--- src/rtl/core/pbrd_pkg.sv ---
package pbrd_pkg;

   localparam int MAX_ROWS    = 4096;
   localparam int ROW_IDX_W   = $clog2(MAX_ROWS + 1);
   localparam int ROW_ADDR_W  = $clog2(MAX_ROWS);
   localparam int LEN_W       = 16;
   localparam int WIDTH_W     = 15;
   localparam int ROWS_W      = 13;
   localparam int LIMIT_W     = WIDTH_W + ROWS_W;
   localparam int TOTAL_W     = 32;
   localparam int CONSUMED_W  = 17;
   localparam int CSR_DATA_W  = 15;

   localparam int FRONT_DEPTH = 4;
   localparam int FRONT_PTR_W = $clog2(FRONT_DEPTH);
   localparam int FRONT_CNT_W = $clog2(FRONT_DEPTH + 1);

   localparam int RSP_DEPTH   = 2;
   localparam int RSP_PTR_W   = $clog2(RSP_DEPTH);
   localparam int RSP_CNT_W   = $clog2(RSP_DEPTH + 1);

   localparam logic [0:0] CSR_IMAGE_WIDTH = 1'b0;
   localparam logic [0:0] CSR_IMAGE_ROWS  = 1'b1;

   localparam logic [7:0] HDR_NOP = 8'd128;

   typedef struct packed {
      logic       valid;
      logic [7:0] data;
   } byte_item_type;

   typedef struct packed {
      logic       has_data;
      logic [7:0] value;
      logic [7:0] repeat_count;
      logic       row_done;
      logic       brush_done;
      logic       overflow;
   } rsp_item_type;

endpackage

--- src/rtl/core/pbrd_rsp_queue.sv ---
module pbrd_rsp_queue
   import pbrd_pkg::*;
(
   input  logic         clock,
   input  logic         reset,
   input  logic         push,
   input  rsp_item_type item_in,
   output logic         full,
   output logic         empty,
   input  logic         pop,
   output rsp_item_type item_out
);

   rsp_item_type         data_ff [RSP_DEPTH];
   logic [RSP_PTR_W-1:0] wr_ptr_ff, wr_ptr_in;
   logic [RSP_PTR_W-1:0] rd_ptr_ff, rd_ptr_in;
   logic [RSP_CNT_W-1:0] count_ff, count_in;
   logic                 do_push, do_pop;

   assign full     = (count_ff == RSP_CNT_W'(RSP_DEPTH));
   assign empty    = (count_ff == '0);
   assign do_push  = push && !full;
   assign do_pop   = pop && !empty;
   assign item_out = data_ff[rd_ptr_ff];

   always_comb begin
      wr_ptr_in = do_push ? wr_ptr_ff + 1'b1 : wr_ptr_ff;
      rd_ptr_in = do_pop ? rd_ptr_ff + 1'b1 : rd_ptr_ff;
      count_in  = count_ff + RSP_CNT_W'(do_push) - RSP_CNT_W'(do_pop);
   end

   always_ff @(posedge clock) begin
      if (reset) begin
         wr_ptr_ff <= '0;
         rd_ptr_ff <= '0;
         count_ff  <= '0;
      end else begin
         wr_ptr_ff <= wr_ptr_in;
         rd_ptr_ff <= rd_ptr_in;
         count_ff  <= count_in;
      end
   end

   always_ff @(posedge clock) begin
      if (do_push) begin
         data_ff[wr_ptr_ff] <= item_in;
      end
   end

endmodule

--- config.mk ---
export PLATFORM = sky130hd
export DESIGN_NAME = pbrd_rsp_queue
export DESIGN_NICKNAME = d
export VERILOG_FILES = /design/src/rtl/core/pbrd_pkg.sv /design/src/rtl/core/pbrd_rsp_queue.sv
export SDC_FILE = /design/constraint.sdc
export NUM_CORES = 1
export LEC_CHECK = 0
export ABC_AREA = 1
export BUFFER_PORTS_ARGS = -buffer_cell sky130_fd_sc_hd__buf_2
export CAP_MARGIN = 20
export CORE_UTILIZATION = 43
export DETAILED_ROUTE_END_ITERATION = 10
export PLACE_DENSITY_LB_ADDON = 0.15
export SLEW_MARGIN = 40
export SYNTH_ARGS = -nofsm -noshare
export SYNTH_HDL_FRONTEND = slang
export SYNTH_SLANG_ARGS = --single-unit
--- constraint.sdc ---
create_clock -name clock -period 2.32 [get_ports clock]
set_clock_uncertainty 0.15 [all_clocks]
set_input_delay 0.116 -clock clock [delete_from_list [all_inputs] [get_ports clock]]
set_output_delay 0.116 -clock clock [all_outputs]
set_load 0.02 [all_outputs]
==> impl_metrics.toml, run 1 <==
[run_status]
outcome = "complete, no violations"

[clock_tree]
cts_tree = "yes"
htreeDepth = 2
cts_setup_buffers = 0
cts_hold_buf = 23
clk_pin_slew_worst_paths_ns = 0.07
cts_buffer_depth = 2
cts-root-buf = "clkbuf_8"
cts.sinks = 45
cts_buffers = 5
clk_latency_ns = 0.28
ctsResizeCount = 0

[worst_setup_path]
start_kind = "flop"
rr_worst_depth = 10
cp-end-kind = "output port"
cp_cell_sequence = "buf_4 -> mux2_4 -> buf_2"
critPathMaxFanout = 11
crit_arrival_ns = 1.54
crit_required_ns = 2.05
slowest_delay_ns = 0.47
critPathSlowestCell = "dfxtp_1"
criticalPathCategory = "flop to output port"

[route]
ant_nets = 0
dr.pass1.iters = 3
vias_per_cell = 4.53
vias = 1028
first_iter_violations = 24
post-route-drc-count = 0
drt_wl_total_um = 2790
routedWlPerCell_um = 12.3

[global_routing]
grt_pass1_vias = 1011
grt_overflow = 0
grt_pass1_wl_um = 4310
grt_usage_pct = 13.9
antenna_found_initial = 0
grt_max_degree = 13

[hold_path]
hold_depth = 2
hp-class = "flop to flop"

[floorplanning]
initial_core_util_pct = 46.7
rows = 22
io_pins = 46
core_um2 = 3800
dieArea_um2 = 4390
die_x_um = 66.3
dieHeight_um = 66.3

[sta]
holdWs_ns = 0.361
tightest_slew_ns = 0.366
setup_violations = 0
post-route-min-period_ns = 1.80
fin_crit_sh_pct = 77.7
hold_viol = 0
slew_violations = 0
fin_setup_tns_ns = 0
max_clock_freq_ghz = 0.555
relSlewSlack_pct = 75.6
rsz0062_at_grt = "no"
worst_slack_ns = 0.517

[placement]
placed_cell_area_um2 = 2080
port_buffers = 45
pre_cts_ws_ns = 0.591
gp_congestion = 0.629
dp_hpwl_um = 2010

[finish]
layout_commonest_cell = "buf_2"
diodes = 0
syn2layout_area_growth_pct = 34.3
fin_nets = 205
drive_gt1_share_pct = 42.5
layout_common_cells = "buf_2 (45), edfxtp_1 (40), dlygate4sd3_1 (23)"
n_fill_cell = 308
design_area_um2 = 2380

[synthesis]
synth_area_um2 = 1780
ys_seq_elements = 45
syn_area_per_cell_um2 = 17.6
ys_types = 10
syn_inst = 101
ys_warn_count = 0
synth-seq-area-share_pct = 73.3
synthesis.nets = 127

[flow_run]
drv_cap = 0

[pwr]
ir_worst_vdd_v = 0.000626
p_total_mw = 2.31
power_leakage_nw = 1.01
powerDensity_nw_per_um2 = 970
[registers in the layout (all words and copies together), names as in the netlist, named ones only]
register	cells
count_ff	2
rd_ptr_ff	1
data_ff	40
wr_ptr_ff	1
[per-layer routing]
| metal | part of all wire (%) | vias to the layer above | wire, µm | track usage [%] |
|---|---|---|---|---|
| met4 | 0.50 | 0 | 14 | 4.79 |
| met1 | 43 | 488 | 1200 | 15.7 |
| met2 | 53 | 24 | 1490 | 24.5 |
| li1 | - | 514 | - | - |
| met5 | 0 | - | 0 | 0 |
| met3 | 3.2 | 2 | 90 | 4.66 |
[metrics by stage]
step | utilization [%] | cells
floorplan | - | 101
global placement | 54.7 | 197
detailed placement | 54.7 | 197
CTS | 62.8 | 227
global route | 62.8 | 227
finish | 62.8 | 227
[power breakdown]
group	internal, mW	switching, mW
sequential	1.03	0.0514
clock	0.203	0.216
combinational	0.371	0.439
total	1.61	0.706
[worst paths after layout]
check                               from                     end  slack, ns
setup / recovery                    flop            item_out[10]       0.52
hold / removal    rd_ptr_ff$_SDFFE_PP0P_                    flop       0.36
setup reg to reg  count_ff[0]$_SDFF_PP0_  count_ff[1]$_SDFF_PP0_       0.56
hold reg to reg   rd_ptr_ff$_SDFFE_PP0P_                    flop       0.36
[critical path: cells and delay by family, from the launching register on]
family | cells | cell delay [ns]
flip-flops | 1 | 0.47
buffers and inverters | 2 | 0.46
multiplexers | 1 | 0.33
[kinds of logic after synthesis]
logic type,share of synthesized area (%)
flip-flops,73.3
AO/OA/AOI/OAI,0.564
adder cells (fa/ha/maj),1.41
AND/OR/NAND/NOR,4.44
multiplexers,16.9
buffers and inverters,3.38
[area by class of cell]
type                            count  area [µm²]  share of cell area (%)
Clock buffer                        6        72.6                    3.04
Sequential cell                    45        1300                    54.6
Clock inverter                      1        3.75                   0.157
Timing Repair Buffer               73         493                    20.7
Tap cell                           48        60.1                    2.52
Multi-Input combinational cell     44         417                    17.5
Inverter                           10        37.5                    1.57
[synthesized netlist by cell type (all sizes together)]
master  number  area [µm²]
edfxtp      40        1200
mux2        20         300
inv         10        37.5
nor2         9        33.8
nand2        8        30.0
dfxtp        5         100
nand3        3        15.0
a21oi        2        10.0
buf          2        22.5
ha           2        25.0
No activity file was read; power rests on OpenSTA's default activity.
==> run 2: changes to the inputs <==
Clock period 2.32 ns to 1.6 ns, I/O delays scaled along.
==> run 2 against run 1 <==
Critical path depth grew 8. Sequential power increased by 50%. Die area did not move.
==> impl_metrics.toml, run 2 (same netlist as run 1, synthesis figures left out) <==
[run_status]
outcome = "complete, no violations"

[clock_tree]
htreeDepth = 2
cts.sinks = 45
cts-root-buf = "clkbuf_8"
cts_tree = "yes"
clk_latency_ns = 0.29
clk_pin_slew_worst_paths_ns = 0.07
cts_buffer_depth = 2
cts_buffers = 5

[finish]
layout_common_cells = "buf_2 (45), edfxtp_1 (40), dlygate4sd3_1 (23)"
regMostFlops = "data_ff"
drive_gt1_share_pct = 52.7
syn2layout_area_growth_pct = 42.5
reg_top3 = "data_ff (40), count_ff (2)"
diodes = 0
largest_register_ffs = 40
layout_commonest_cell = "buf_2"
fin_util_pct = 66.6
fin_nets = 209

[route]
ant_nets = 0
dr.pass1.iters = 4
post-route-drc-count = 0
vias_per_cell = 4.54
vias = 1054
first_iter_violations = 35
drt_wl_total_um = 3040
routedWlPerCell_um = 13.1

[floorplanning]
rows = 22
core_um2 = 3800
initial_core_util_pct = 46.7
dieArea_um2 = 4390
die_x_um = 66.3
dieHeight_um = 66.3
io_pins = 46

[global_routing]
grt_pass1_wl_um = 4790
grt_overflow = 0
grt_max_degree = 16
grt_pass1_vias = 1149
antenna_found_initial = 0
grt_usage_pct = 15.6

[flow_run]
drv_cap = 0

[pwr]
p_total_mw = 3.66
power_leakage_nw = 1.06
powerDensity_nw_per_um2 = 1450
ir_worst_vdd_v = 0.000937

[sta]
rsz0062_at_grt = "yes"
slew_violations = 0
tightest_slew_ns = 0.156
setup_violations = 0
hold_viol = 0
max_clock_freq_ghz = 0.633
relSlewSlack_pct = 89.6
post-route-min-period_ns = 1.58
fin_crit_sh_pct = 98.7

[worst_setup_path]
crit_arrival_ns = 1.65
cp-end-kind = "flop"
criticalPathCategory = "flop to flop"
critPathMaxFanout = 3
start_kind = "flop"
crit_required_ns = 1.67

[placement]
dp_hpwl_um = 2040
port_buffers = 45
gp_congestion = 0.629

[hold_path]
hp-class = "primary input to flop"
-- run 2: final timing paths --
kind,from,to,slack (ns),depth (start not counted)
worst max-delay path,count_ff[0]$_SDFF_PP0_,count_ff[1]$_SDFF_PP0_,0.02,11
worst min-delay path,pop,flop,0.13,5
worst max register to register,count_ff[0]$_SDFF_PP0_,count_ff[1]$_SDFF_PP0_,0.02,11
worst min register to register,rd_ptr_ff$_SDFFE_PP0P_,flop,0.40,2
-- run 2: layout make-up --
type / count / area (µm²)
clock buffer: 5 / 68.8
sequential: 45 / 1310
tap: 48 / 60.1
multi-input combinational: 44 / 478
inverter: 10 / 40.0
fill: 298 / 1270
timing repair buffer: 77 / 561
clock inverter: 3 / 12.5
-- run 2: per-layer routing --
layer / part of all wire (%) / track usage, % / up-vias
met2: 57 / 29.8 / 27
met5: 0 / 0 / -
met3: 5.2 / 6.03 / 5
met4: 1.6 / 6.91 / 0
li1: - / - / 523
met1: 37 / 14.4 / 499
-- run 2: metrics by stage --
step | hold slack (ns) | TNS (ns) | setup slack, ns | instances | area [µm²]
2_1_floorplan | -0.00617 | 0 | 0.000247 | 101 | 1790
3_3_place_gp | 0.0978 | 0 | 0.0545 | 200 | 2150
3_5_place_dp | 0.102 | -0.0543 | -0.0543 | 200 | 2150
4_1_cts | 0.0746 | 0 | 0.00220 | 232 | 2500
5_1_grt | 0.140 | -0.0602 | -0.0602 | 232 | 2530
6_report | 0.128 | 0 | 0.0212 | 232 | 2530
-- run 2: timing repair --
action | CTS | global route
hold buffers | 23 | 0
pin swaps | 2 | 5
endpoints found under the setup margin | 19 | 19
hold endpoints to repair | 45 | 0
resized for setup | 7 | 11
setup buffers | 1 | 0
-- run 2: critical path, cell delays in order (launching register included) --
cell and delay (ns):
dfxtp_4 0.38, inv_4 0.04, nand2_4 0.05, nand2_2 0.07
ha_4 0.26, inv_1 0.03, ha_2 0.17, inv_2 0.06
nand2_2 0.07, nand3_2 0.08, nand2_2 0.05, nor2_2 0.11
-- run 2: report_power, final --
group | total, mW | leakage [nW] | internal [mW] | switching (mW)
Clock | 0.640 | 0.0430 | 0.294 | 0.346
Sequential | 1.62 | 0.417 | 1.51 | 0.103
Combinational | 1.41 | 0.595 | 0.683 | 0.725
Total | 3.66 | 1.06 | 2.49 | 1.17
