$ cat src/rtl/core/pbrd_pkg.sv
package pbrd_pkg;

   localparam int MAX_ROWS    = 4096;
   localparam int ROW_IDX_W   = $clog2(MAX_ROWS + 1);
   localparam int ROW_ADDR_W  = $clog2(MAX_ROWS);
   localparam int LEN_W       = 16;
   localparam int WIDTH_W     = 15;
   localparam int ROWS_W      = 13;
   localparam int LIMIT_W     = WIDTH_W + ROWS_W;
   localparam int TOTAL_W     = 32;
   localparam int CONSUMED_W  = 17;
   localparam int CSR_DATA_W  = 15;

   localparam int FRONT_DEPTH = 4;
   localparam int FRONT_PTR_W = $clog2(FRONT_DEPTH);
   localparam int FRONT_CNT_W = $clog2(FRONT_DEPTH + 1);

   localparam int RSP_DEPTH   = 2;
   localparam int RSP_PTR_W   = $clog2(RSP_DEPTH);
   localparam int RSP_CNT_W   = $clog2(RSP_DEPTH + 1);

   localparam logic [0:0] CSR_IMAGE_WIDTH = 1'b0;
   localparam logic [0:0] CSR_IMAGE_ROWS  = 1'b1;

   localparam logic [7:0] HDR_NOP = 8'd128;

   typedef struct packed {
      logic       valid;
      logic [7:0] data;
   } byte_item_type;

   typedef struct packed {
      logic       has_data;
      logic [7:0] value;
      logic [7:0] repeat_count;
      logic       row_done;
      logic       brush_done;
      logic       overflow;
   } rsp_item_type;

endpackage

$ cat src/rtl/core/pbrd_front.sv
module pbrd_front
   import pbrd_pkg::*;
(
   input  logic          clock,
   input  logic          reset,
   input  logic          push,
   output logic          full,
   input  logic [7:0]    stream_byte,
   output byte_item_type byte_out,
   input  logic          byte_pop
);

   logic [7:0]             data_ff [FRONT_DEPTH];
   logic [FRONT_PTR_W-1:0] wr_ptr_ff, wr_ptr_in;
   logic [FRONT_PTR_W-1:0] rd_ptr_ff, rd_ptr_in;
   logic [FRONT_CNT_W-1:0] count_ff, count_in;
   logic                   do_push, do_pop;

   assign full     = (count_ff == FRONT_CNT_W'(FRONT_DEPTH));
   assign do_push  = push && !full;
   assign do_pop   = byte_pop && (count_ff != '0);
   assign byte_out = '{valid: (count_ff != '0), data: data_ff[rd_ptr_ff]};

   always_comb begin
      wr_ptr_in = do_push ? wr_ptr_ff + 1'b1 : wr_ptr_ff;
      rd_ptr_in = do_pop ? rd_ptr_ff + 1'b1 : rd_ptr_ff;
      count_in  = count_ff + FRONT_CNT_W'(do_push) - FRONT_CNT_W'(do_pop);
   end

   always_ff @(posedge clock) begin
      if (reset) begin
         wr_ptr_ff <= '0;
         rd_ptr_ff <= '0;
         count_ff  <= '0;
      end else begin
         wr_ptr_ff <= wr_ptr_in;
         rd_ptr_ff <= rd_ptr_in;
         count_ff  <= count_in;
      end
   end

   always_ff @(posedge clock) begin
      if (do_push) begin
         data_ff[wr_ptr_ff] <= stream_byte;
      end
   end

endmodule

$ cat config.mk
export PLATFORM = sky130hd
export DESIGN_NAME = pbrd_front
export DESIGN_NICKNAME = d
export VERILOG_FILES = /design/src/rtl/core/pbrd_pkg.sv /design/src/rtl/core/pbrd_front.sv
export SDC_FILE = /design/constraint.sdc
export NUM_CORES = 1
export LEC_CHECK = 0
export ABC_AREA = 1
export BUFFER_PORTS_ARGS = -buffer_cell sky130_fd_sc_hd__buf_2
export CORE_AREA = 3 3 86 88
export CTS_BUF_LIST = sky130_fd_sc_hd__clkbuf_4 sky130_fd_sc_hd__clkbuf_8
export CTS_CLUSTER_SIZE = 10
export DETAILED_ROUTE_END_ITERATION = 8
export DIE_AREA = 0 0 89 91
export GPL_TIMING_DRIVEN = 0
export PLACE_DENSITY = 0.37
export SLEW_MARGIN = 15
export SYNTH_ARGS = -nofsm -noshare
export SYNTH_HDL_FRONTEND = slang
export SYNTH_SLANG_ARGS = --single-unit
export TNS_END_PERCENT = 5
$ cat constraint.sdc
create_clock -name clock -period 4.1 [get_ports clock]
set_clock_uncertainty 0.05 [all_clocks]
set_input_delay 0.82 -clock clock [delete_from_list [all_inputs] [get_ports clock]]
set_output_delay 0.82 -clock clock [all_outputs]
set_load 0.05 [all_outputs]
==> metrics.md, run 1 <==
| Metric | Value |
|---|---|
| Routability Congestion | between 0.7 and 0.8 |
| CP Capture Type | output port |
| Drt via density | about 4.2 |
| Final Hold Vio Count | 0 |
| Unique cell type count in the Yosys netlist | 18 |
| Final WL | ~3300 µm |
| Final setup fails | 0 |
| DRT antenna net count | 0 |
| Post-synth top area share | between 50% and 60% |
| Most numerous cell in the Yosys netlist | edfxtp_1 |
| Synth Flop Type | edfxtp_1 |
| DRC viols | 0 |
| Largest cells by area after synthesis | edfxtp_1 57%, dfxtp_1 11%, nor2_1 6.3% |
| Die Wd | approximately 90 µm |
| Clock sink count | between 40 and 50 |
| Area Overhead vs Synth | 17.1% |
| Hold WC Path Type | flip-flop to flip-flop |
| Starting Density | about a quarter |
| Worst setup path class | flip-flop to output port |
| Number of I/O port buffers | 21 |
| CTS tree | built |
| Slack of the critical path | around 1.6 ns |
| Clk slew on worst S/H paths | ~0.070 ns |
| Max Slew Vio Count | 0 |
| Total of max-cap violations | 0 |
| Final instance area | just under 2000 µm² |
| Status | finished, final reports clean |
| #FFs+latches synth | between 40 and 50 |
| Wire length per cell | between 10 and 15 µm |
| Share of post-route cells with drive strength above 1 | approximately a fifth |
| Core area | roughly 6700 µm² |
| Total GRT Usage | between 8 and 9% |
| Pleak | 0.764 nW |
| WP data arrival | ~1.7 ns |
| Final core occ | 29.3% |
| Fill cell count | between 600 and 700 |
| Fin Setup TNS | 0 ns |
| Congestion Overflow GR | 0 |
| CP required | roughly 3.2 ns |
| Average size of a mapped cell | 11.8 µm² |
| Resized cells post-CTS | 0 |
| Max VDD drop | approximately 0.2 mV |
| Drt first pass iters | 4 |
| RSZ-0062 raised after global routing | false |
| CP cell instances | inv_1, o21ai_0, o22ai_1, buf_2 |
| Clock root buffer master | clkbuf_8 |
| Number of H-tree levels | 2 |
| # nets final | approximately 190 |
| Dpl cell area | between 1500 and 2000 µm² |
| First-pass GRT wire length | roughly 5000 µm |
| ANT cells | 0 |
| Cts bufs inserted | 5 |
| Critical Path Start Type | flip-flop |
| # Post-CTS Setup Buffers | 0 |
| CP peak stage delay | between 0.4 and 0.5 ns |
| Ports | 22 |
| Bufs on Longest Clock Path | 2 |
| Post-Syn Area | about 1700 µm² |
| Antenna violations before repair | 0 |
| Sequential area share after synthesis | 67.9% |
| 1st-iter DRT viols | 57 |
| Cell taking the most area after synthesis | edfxtp_1 |
| Post-synth top cells | 32 x edfxtp_1, 28 x nor2_1, 16 x inv_1, 13 x o21ai_0, 10 x nand2_1 |
| Number of core rows | 30 |
| Post-Place Worst Slack | about 1.7 ns |
| Post-synth EDFFs | 32 |
| CP max stage cell | dfxtp_1 |
| Vias in the first global route | roughly 1000 |
| Slew margin rel. | between 40 and 50% |
| Die ar. | around 8000 µm² |
| Gate Count Post-Synth | 142 |
| Syn. warnings | 0 |
| Die span in y | 91 µm |
| Async SR Flop Fraction | 0% |
| Fin crit share | between 60% and 70% |
| Dpl hpwl | between 2000 and 2500 µm |
| Worst Path Max Fanout | 9 |
| Syn Nets | 161 |
| Min cycle time layout | roughly 2.5 ns |
| Maximum clock rate | 397 MHz |
| Largest net degree at the start of global routing | 13 |
| Areal power density over the cells | between 600 and 700 nW/µm² |
| Clock latency on the worst-skew pair | ~0.28 ns |
| Post-CTS Hold Fix Bufs | 0 |
| Routed via count | about 1100 |
| Worst-Margin Slew | 0.825 ns |
-- layout by cell type, fill, tap and decap left out, types with 2 or more instances in the layout --
| master | instances |
|---|---|
| a21boi_0 | 2 |
| a21oi_1 | 4 |
| buf_2 | 21 |
| buf_6 | 2 |
| clkbuf_8 | 5 |
| clkinv_1 | 2 |
| dfxtp_1 | 9 |
| edfxtp_1 | 32 |
| ha_1 | 6 |
| inv_1 | 16 |
| nand2_1 | 10 |
| nand2_2 | 2 |
| nand3_1 | 3 |
| nor2_1 | 28 |
| o21ai_0 | 13 |
| o21ai_2 | 3 |
| o22ai_1 | 8 |
-- sequential cells by signal (all words and copies together) (netlist names), named ones only --
name       flops
data_ff       32
rd_ptr_ff      2
wr_ptr_ff      2
count_ff       3
-- report_power, final --
part	internal [W]	leakage (nW)	switching, W	total, W
Sequential	0.000513	0.367	0.0000402	0.000553
Clock	0.000115	0.0430	0.000126	0.000241
Combinational	0.000129	0.354	0.000362	0.000491
-- through the flow --
| stage | hold WS [ns] | cells | power, W |
|---|---|---|---|
| finish | 0.446 | 251 | 0.00129 |
| global route | 0.494 | 251 | 0.00137 |
| CTS | 0.452 | 251 | 0.00130 |
| detailed placement | 0.430 | 243 | 0.00106 |
| global placement | 0.416 | 243 | 0.00106 |
| floorplan | 0.398 | 142 | 0.000934 |
-- worst paths after layout --
path,startpoint,to,slack [ns],depth (start not counted)
hold reg to reg,rd_ptr_ff[0]$_SDFFE_PP0P_,flip-flop,0.45,2
setup reg to reg,count_ff[1]$_SDFF_PP0_,count_ff[2]$_SDFF_PP0_,2.02,10
setup / recovery,flip-flop,byte_out[3],1.58,4
hold / removal,rd_ptr_ff[0]$_SDFFE_PP0P_,flip-flop,0.45,2
-- area by class of cell --
cell class              instances  area (µm²)  area share (%)
repair buffers                 21         105            5.34
clock buffers                   5        68.8            3.50
clock inverters                 3        12.5           0.636
inverters                      17        63.8            3.24
plain buffers                   2        22.5            1.15
multi-input cells              82         453            23.0
well taps                      80         100            5.09
flip-flops and latches         41        1140            58.0
-- critical path, delay by kind of cell (launching register included) --
kind,cells,cell delay (ns)
flip-flops,1,0.42
buffers and inverters,2,0.61
AO/OA/AOI/OAI,2,0.33
-- routing by layer --
| metal | GRT usage (%) | up-vias | wire length, µm |
|---|---|---|---|
| met5 | 0 | - | 0 |
| met4 | 3.72 | 0 | 54 |
| met3 | 3.18 | 6 | 150 |
| met2 | 13.8 | 21 | 1550 |
| met1 | 10.8 | 494 | 1540 |
| li1 | - | 544 | - |
-- logic make-up (layout without fill, tap and decap cells) --
group	after synthesis	count (layout)	synth area share (%)
buffers and inverters	19	48	5.14
DFF	41	41	67.9
AOI/OAI and AO/OA	31	31	10.8
and+or+nand+nor	44	44	10.5
adders and majority gates	7	7	5.66
(Power assumes the default switching activity.)
==> inputs of run 2 (changes only) <==
ABC_AREA = 0   (was 1)
CORE_AREA = 3 3 85 87   (was 3 3 86 88)
DIE_AREA = 0 0 88 90   (was 0 0 89 91)
PLACE_DENSITY = 0.38   (was 0.37)
clock period = 2.3 ns   (was 4.1 ns; I/O delays follow)
==> run 2 against run 1 <==
  * Sequential share of layout area is 1.2 points higher
  * Die area fell by 2.2%
  * Largest cell class unchanged
  * Worst hold slack got worse by 0.14 ns
  * Non-clock buffer count unchanged
  * Via count shrank 24%
  * Combinational power increased by 79%
  * Power rose by 81%
  * Critical path type unchanged
  * Critical endpoint is now byte_out[1]
  * Flip-flop and latch count stayed put
  * Synthesized cell count fell by 36%
==> metrics.md, run 2 <==
| Metric | Value |
|---|---|
| Status | finished, final reports clean (unchanged) |
| Synth Flop Type | edfxtp_1 (unchanged) |
| CP Capture Type | output port (unchanged) |
| Average size of a mapped cell | 17.9 µm² (was 11.8 µm²) |
| Total GRT Usage | 7.91% (was 8.82%) |
| Maximum clock rate | around 460 MHz |
| Most flops, register | data_ff (unchanged) |
| Number of core rows | 29 (was 30) |
| Final setup fails | 0 (unchanged) |
| #FFs+latches synth | 41 (unchanged) |
| Clock root buffer master | clkbuf_8 (unchanged) |
| WP data arrival | 1.67 ns (was 1.65 ns) |
| Max Slew Vio Count | 0 (unchanged) |
| Largest cells by area after synthesis | edfxtp_1 59%, dfxtp_1 11%, mux4_2 11% (was edfxtp_1 57%, dfxtp_1 11%, nor2_1 6.3%) |
| Worst-Margin Slew | 0.571 ns (was 0.825 ns) |
| Area Overhead vs Synth | 18.4% (was 17.1%) |
| CP max stage cell | clkbuf_1 (was dfxtp_1) |
| Vias in the first global route | 907 (was 1016) |
| CP peak stage delay | 0.44 ns (was 0.42 ns) |
| Worst setup path class | flip-flop to output port (unchanged) |
| Post-Syn Area | 1630 µm² (was 1680 µm²) |
| Async SR Flop Fraction | 0% (unchanged) |
| Drt first pass iters | 4 (unchanged) |
| First-pass GRT wire length | 4490 µm (was 5110 µm) |
| XOR/XNOR share of the synthesized area | 1.61% (was 0%) |
| Core area | 6420 µm² (was 6720 µm²) |
| Clock sink count | 41 (unchanged) |
| Dpl cells | 188 (was 243) |
| Routability Congestion | 0.626 (was 0.707) |
| Non-Filler Instances | 196 (was 251) |
| Final Hold Vio Count | 0 (unchanged) |
| Syn Nets | 110 (was 161) |
| Die Wd | 88 µm (was 89 µm) |
| Slew margin rel. | 61.9% (was 44.8%) |
| Sequential area share after synthesis | 69.9% (was 67.9%) |
| Simple-Gate Fraction of Synth Area | 6.51% (was 10.5%) |
| Congestion Overflow GR | 0 (unchanged) |
| Min cycle time layout | about 2.2 ns |
| Synth Area in Adders | 5.82% (was 5.66%) |
| Cell taking the most area after synthesis | edfxtp_1 (unchanged) |
| Largest net degree at the start of global routing | 14 (was 13) |
| CP cell instances | clkbuf_1, mux4_2, buf_2 (was inv_1, o21ai_0, o22ai_1, buf_2) |
| Hold WC Path Type | input port to flip-flop (was flip-flop to flip-flop) |
| Number of I/O port buffers | 20 (was 21) |
| Post-CTS Hold Fix Bufs | 0 (unchanged) |
| Routed via count | 810 (was 1065) |
| Fill cell count | 646 (was 676) |
| Syn. warnings | 0 (unchanged) |
| DRC viols | 0 (unchanged) |
| Total of max-cap violations | 0 (unchanged) |
| Synth Area in Compound Gates | 1.76% (was 10.8%) |
| # nets final | 137 (was 189) |
| Number of H-tree levels | 2 (unchanged) |
| Final WL | 2810 µm (was 3290 µm) |
| Commonest non-fill, non-tap cell in the layout | edfxtp_1 (unchanged) |
| Max reg flops | 32 (unchanged) |
| Clock latency on the worst-skew pair | 0.29 ns (was 0.28 ns) |
| Post-synth top area share | 58.9% (was 57.2%) |
| Most numerous cell in the Yosys netlist | edfxtp_1 (unchanged) |
| Starting Density | 25.4% (was 25.0%) |
| Max VDD drop | 0.760 mV (was 0.200 mV) |
| Post-synth EDFFs | 32 (unchanged) |
| Dpl cell area | 1840 µm² (was 1890 µm²) |
| Share of post-route cells with drive strength above 1 | 38.7% (was 21.1%) |
| Bufs on Longest Clock Path | 2 (unchanged) |
| DRT antenna net count | 0 (unchanged) |
| 1st-iter DRT viols | 38 (was 57) |
| ANT cells | 0 (unchanged) |
| Die ar. | 7920 µm² (was 8100 µm²) |
| Mux contribution to synthesized area | 11.6% (was 0%) |
| Resized cells post-CTS | 0 (unchanged) |
| Worst Path Max Fanout | 8 (was 9) |
| Unique cell type count in the Yosys netlist | 25 (was 18) |
| Ports | 22 (unchanged) |
| Total power | 0.00232 W (was 0.00129 W) |
| Die span in y | 90 µm (was 91 µm) |
| Clk slew on worst S/H paths | 0.08 ns (was 0.07 ns) |
| Final instance area | 1930 µm² (was 1970 µm²) |
| Wire length per cell | 14.3 µm (was 13.1 µm) |
| Critical Path Start Type | flip-flop (unchanged) |
| Largest family of logic cells by synthesized area | multiplexers (was compound AO/OA/AOI/OAI gates) |
| Dpl hpwl | 1930 µm (was 2240 µm) |
| CP required | 1.79 ns (was 3.23 ns) |
| Fin Setup TNS | 0 ns (unchanged) |
| Gate Count Post-Synth | 91 (was 142) |
| Post-synth top cells | 32 x edfxtp_1, 9 x dfxtp_1, 8 x mux4_2, 6 x ha_1, 6 x inv_1 (was 32 x edfxtp_1, 28 x nor2_1, 16 x inv_1, 13 x o21ai_0, 10 x nand2_1) |
| Fin crit share | between 90% and 100% |
| Cts bufs inserted | 5 (unchanged) |
| Areal power density over the cells | 1200 nW/µm² (was 653 nW/µm²) |
| RSZ-0062 raised after global routing | false (unchanged) |
| Largest regs | data_ff x32, count_ff x3 (unchanged) |
| Pleak | 0.689 nW (was 0.764 nW) |
| CTS tree | built (unchanged) |
| Antenna violations before repair | 0 (unchanged) |
| Commonest non-fill, non-tap cells in the layout | 32 x edfxtp_1, 20 x buf_2, 8 x mux4_2 (was 32 x edfxtp_1, 28 x nor2_1, 21 x buf_2) |
| Drt via density | 4.13 (was 4.24) |
| # Post-CTS Setup Buffers | 0 (unchanged) |
-- run 2: changes by cell type after synthesis, moves of 5 or more --
cell,change
and2_1,+5
o21ai_0,-12
o22ai_1,-8
mux4_2,+8
nand2_1,-10
inv_1,-10
nor2_1,-23
-- run 2: cell type report --
| cell class | instances | area [µm²] | area share [%] |
|---|---|---|---|
| multi-input cells | 41 | 460 | 23.8 |
| plain buffers | 3 | 22.5 | 1.17 |
| clock buffers | 5 | 68.8 | 3.56 |
| inverters | 6 | 22.5 | 1.17 |
| flip-flops and latches | 41 | 1140 | 59.2 |
| repair buffers | 20 | 100 | 5.18 |
| well taps | 77 | 96.3 | 4.98 |
| clock inverters | 3 | 17.5 | 0.906 |
-- run 2: metrics by stage --
| step | hold slack (ns) | worst slack [ns] | util (%) |
|---|---|---|---|
| after global placement | 0.440 | 0.0578 | 28.7 |
| final | 0.304 | 0.124 | 30.1 |
| after CTS | 0.297 | 0.0578 | 30.0 |
| after detailed placement | 0.470 | 0.0154 | 28.7 |
| after floorplan | 0.431 | -0.0959 | - |
| after global routing | 0.296 | 0.00840 | 30.1 |
-- run 2: critical path: cells and delay by family, from the launching register on --
family	cells	cell delay, ns
mux	1	0.40
buf+inv	2	0.67
flops	1	0.31
-- run 2: worst paths after layout --
kind                        startpoint                         to  slack, ns  cells after the start
max reg2reg     count_ff[1]$_SDFF_PP0_     count_ff[2]$_SDFF_PP0_       0.17                      9
max                          flip-flop                byte_out[1]       0.12                      3
min reg2reg  wr_ptr_ff[1]$_SDFFE_PP0P_  wr_ptr_ff[1]$_SDFFE_PP0P_       0.47                      2
min                              reset     count_ff[1]$_SDFF_PP0_       0.30                      2
-- run 2: cells by family after synthesis --
group / after synthesis
AND/OR/NAND/NOR: 18
multiplexers: 9
flip-flops: 41
AO/OA/AOI/OAI: 4
XOR/XNOR: 3
buffers and inverters: 9
adder cells (fa/ha/maj): 7
-- run 2: per-layer routing --
metal	vias to the layer above	share of wire (%)	GRT usage, %
met5	-	0	0
li1	391	-	-
met4	0	2.3	3.84
met2	20	51	12.6
met3	7	4.7	3.20
met1	392	42	9.04
-- run 2: where the power goes --
group | internal [W] | total, W | leakage (nW) | switching, W
Combinational | 0.000308 | 0.000877 | 0.278 | 0.000569
Clock | 0.000209 | 0.000452 | 0.0439 | 0.000243
Sequential | 0.000923 | 0.000996 | 0.368 | 0.0000734
Total | 0.00144 | 0.00232 | 0.689 | 0.000885
==> inputs of run 3 (changes only) <==
clock period = 1.95 ns   (was 2.3 ns; I/O delays follow)
==> run 3 against run 2 <==
  * The flow now finishes with violations (negative setup slack)
  * Critical endpoint is now count_ff[2]$_SDFF_PP0_
  * Setup slack lost 0.23 ns
  * Global-route usage grew 0.36 points
  * First-iteration DRC count is the same
  * Combinational power grew 56%
  * Highest routed layer unchanged
  * Count of clock-buffer cells in the layout is the same
  * Critical path type is now flip-flop to flip-flop
  * Core utilization grew 2.7 points
  * Largest cell class unchanged
==> metrics.md, run 3 (synthesis results as in run 2) <==
| Metric | Value |
|---|---|
| Hold WC Path Type | input port to flip-flop (unchanged) |
| CP max stage cell | dfxtp_4 (was clkbuf_1) |
| Clock latency on the worst-skew pair | 0.29 ns (about the same) |
| Fin Setup TNS | -0.104 ns (was 0 ns) |
| Clock root buffer master | clkbuf_8 (unchanged) |
| Fill cell count | 623 (was 646) |
| Clock sink count | 41 (unchanged) |
| # nets final | 144 (was 137) |
| WP data arrival | 2.22 ns (was 1.67 ns) |
| Vias in the first global route | 937 (was 907) |
| Final Hold Vio Count | 0 (unchanged) |
| CP Capture Type | flip-flop (was output port) |
| DRT antenna net count | 0 (unchanged) |
| Cts bufs inserted | 5 (unchanged) |
| Number of core rows | 29 (unchanged) |
| Area Overhead vs Synth | 28.9% (was 18.4%) |
| Final instance area | 2100 µm² (was 1930 µm²) |
| Bufs on Longest Clock Path | 2 (unchanged) |
| Die ar. | 7920 µm² (unchanged) |
| Die Wd | 88 µm (unchanged) |
| CP cell instances | o31a_4, ha_4, inv_4, ha_4, inv_2, fa_2, xor2_2, and2_1, nor3_1 (was clkbuf_1, mux4_2, buf_2) |
| RSZ-0062 raised after global routing | true (was false) |
| Commonest non-fill, non-tap cells in the layout | 32 x edfxtp_1, 11 x buf_2, 9 x buf_6, 9 x buf_4, 8 x mux4_2 (was 32 x edfxtp_1, 20 x buf_2, 8 x mux4_2) |
| Areal power density over the cells | 1480 nW/µm² (was 1200 nW/µm²) |
| Wire length per cell | 14.9 µm (was 14.3 µm) |
| Slew margin rel. | 67.0% (was 61.9%) |
| Slack of the critical path | -0.104 ns (was 0.124 ns) |
| Non-Filler Instances | 203 (was 196) |
| Number of I/O port buffers | 20 (unchanged) |
| Clk slew on worst S/H paths | 0.08 ns (about the same) |
| Failing checks | negative setup slack |
| Largest regs | data_ff x32, count_ff x3 (unchanged) |
| Min cycle time layout | 2.05 ns |
| Max Slew Vio Count | 0 (unchanged) |
| Dpl hpwl | 1930 µm (unchanged) |
| First-pass GRT wire length | 4700 µm (was 4490 µm) |
| ANT cells | 0 (unchanged) |
| Worst setup path class | flip-flop to flip-flop (was flip-flop to output port) |
| Total GRT Usage | 8.26% (was 7.91%) |
| Commonest non-fill, non-tap cell in the layout | edfxtp_1 (unchanged) |
| Antenna violations before repair | 0 (unchanged) |
| Number of H-tree levels | 2 (unchanged) |
| Drt first pass iters | 3 (was 4) |
| Crit-path leading delay family | adder cells (was buffers and inverters) |
| Dpl cell area | 1840 µm² (unchanged) |
| Die span in y | 90 µm (unchanged) |
| Status | complete, but fails checks (was finished, final reports clean) |
| Share of post-route cells with drive strength above 1 | 49.2% (was 38.7%) |
| Post-CTS Hold Fix Bufs | 0 (unchanged) |
| Routed via count | 843 (was 810) |
| Drt via density | 4.15 (was 4.13) |
| Worst Path Max Fanout | 4 (was 8) |
| Most flops, register | data_ff (unchanged) |
| DRC viols | 0 (unchanged) |
| Most used cell, CP | ha_4 |
| CTS tree | built (unchanged) |
| Starting Density | 25.4% (unchanged) |
| Ports | 22 (unchanged) |
| Max VDD drop | 0.911 mV (was 0.760 mV) |
| Routability Congestion | 0.626 (unchanged) |
| Total of max-cap violations | 0 (unchanged) |
| Largest net degree at the start of global routing | 14 (unchanged) |
| CP peak stage delay | 0.37 ns (was 0.44 ns) |
| Hold WS | 0.234 ns (was 0.304 ns) |
| Max reg flops | 32 (unchanged) |
| Congestion Overflow GR | 0 (unchanged) |
| Critical Path Start Type | flip-flop (unchanged) |
| CP required | 2.11 ns (was 1.79 ns) |
| Pleak | 0.752 nW (was 0.689 nW) |
| Buffer and inverter count on the worst path | 2 (unchanged) |
| Maximum clock rate | about 500 MHz |
| Dpl cells | 188 (unchanged) |
| 1st-iter DRT viols | 38 (unchanged) |
| Fin crit share | 105% |
| Worst-Margin Slew | 0.495 ns (was 0.571 ns) |
| Final WL | 3020 µm (was 2810 µm) |
| Final setup fails | 1 (was 0) |
| Core area | 6420 µm² (unchanged) |
==> run 3: cell count changes in the layout (fill, tap and decap cells not counted), moves of 2 or more <==
cell,previous run,this run
buf_6,1,9
inv_2,0,2
ha_4,0,2
buf_2,20,11
dfxtp_4,0,2
buf_4,1,9
inv_1,6,3
ha_1,6,4
dfxtp_1,6,4
==> run 3: path summary, 6_finish.rpt <==
path                        startpoint                        end  slack (ns)  cells after the start
max             count_ff[1]$_SDFF_PP0_     count_ff[2]$_SDFF_PP0_       -0.10                      9
min reg2reg  wr_ptr_ff[1]$_SDFFE_PP0P_  wr_ptr_ff[1]$_SDFFE_PP0P_        0.47                      2
min                              reset     count_ff[1]$_SDFF_PP0_        0.23                      2
max reg2reg     count_ff[1]$_SDFF_PP0_     count_ff[2]$_SDFF_PP0_       -0.10                      9
==> run 3: cell type report <==
type	instances	area, µm²	area share (%)
clock buffer	5	68.8	3.27
sequential	41	1150	54.8
clock inverter	3	17.5	0.832
buffer	2	31.3	1.49
multi-input combinational	41	500	23.8
inverter	6	25.0	1.19
tap	77	96.3	4.58
timing repair buffer	28	213	10.1
==> run 3: metrics by stage <==
stage	util, %	worst slack, ns	total power (W)
2_1_floorplan	-	-0.446	0.00202
3_3_place_gp	28.7	-0.225	0.00223
3_5_place_dp	28.7	-0.265	0.00225
4_1_cts	31.9	-0.128	0.00302
5_1_grt	32.8	-0.173	0.00330
6_report	32.8	-0.104	0.00312
==> run 3: what timing repair did <==
| item | 4_1_cts | 5_1_grt |
|---|---|---|
| setup endpoints to repair | 10 | 10 |
| buffers inserted | 5 | 3 |
| hold endpoints to repair | 0 | 0 |
| pin swaps | 5 | 6 |
| resized for setup | 23 | 12 |
==> run 3: per-layer routing <==
layer  up-vias  part of all wire (%)  track usage, %
met5         -                     0               0
met4         0                   1.5            3.84
met3         5                   3.9            3.20
met2        20                    54            13.6
met1       414                    41            9.21
li1        404                     -               -
==> run 3: power breakdown <==
part,internal [W],switching (W),leakage [nW]
sequential,0.00110,0.000109,0.369
combinational,0.000619,0.000754,0.339
clock,0.000247,0.000287,0.0439
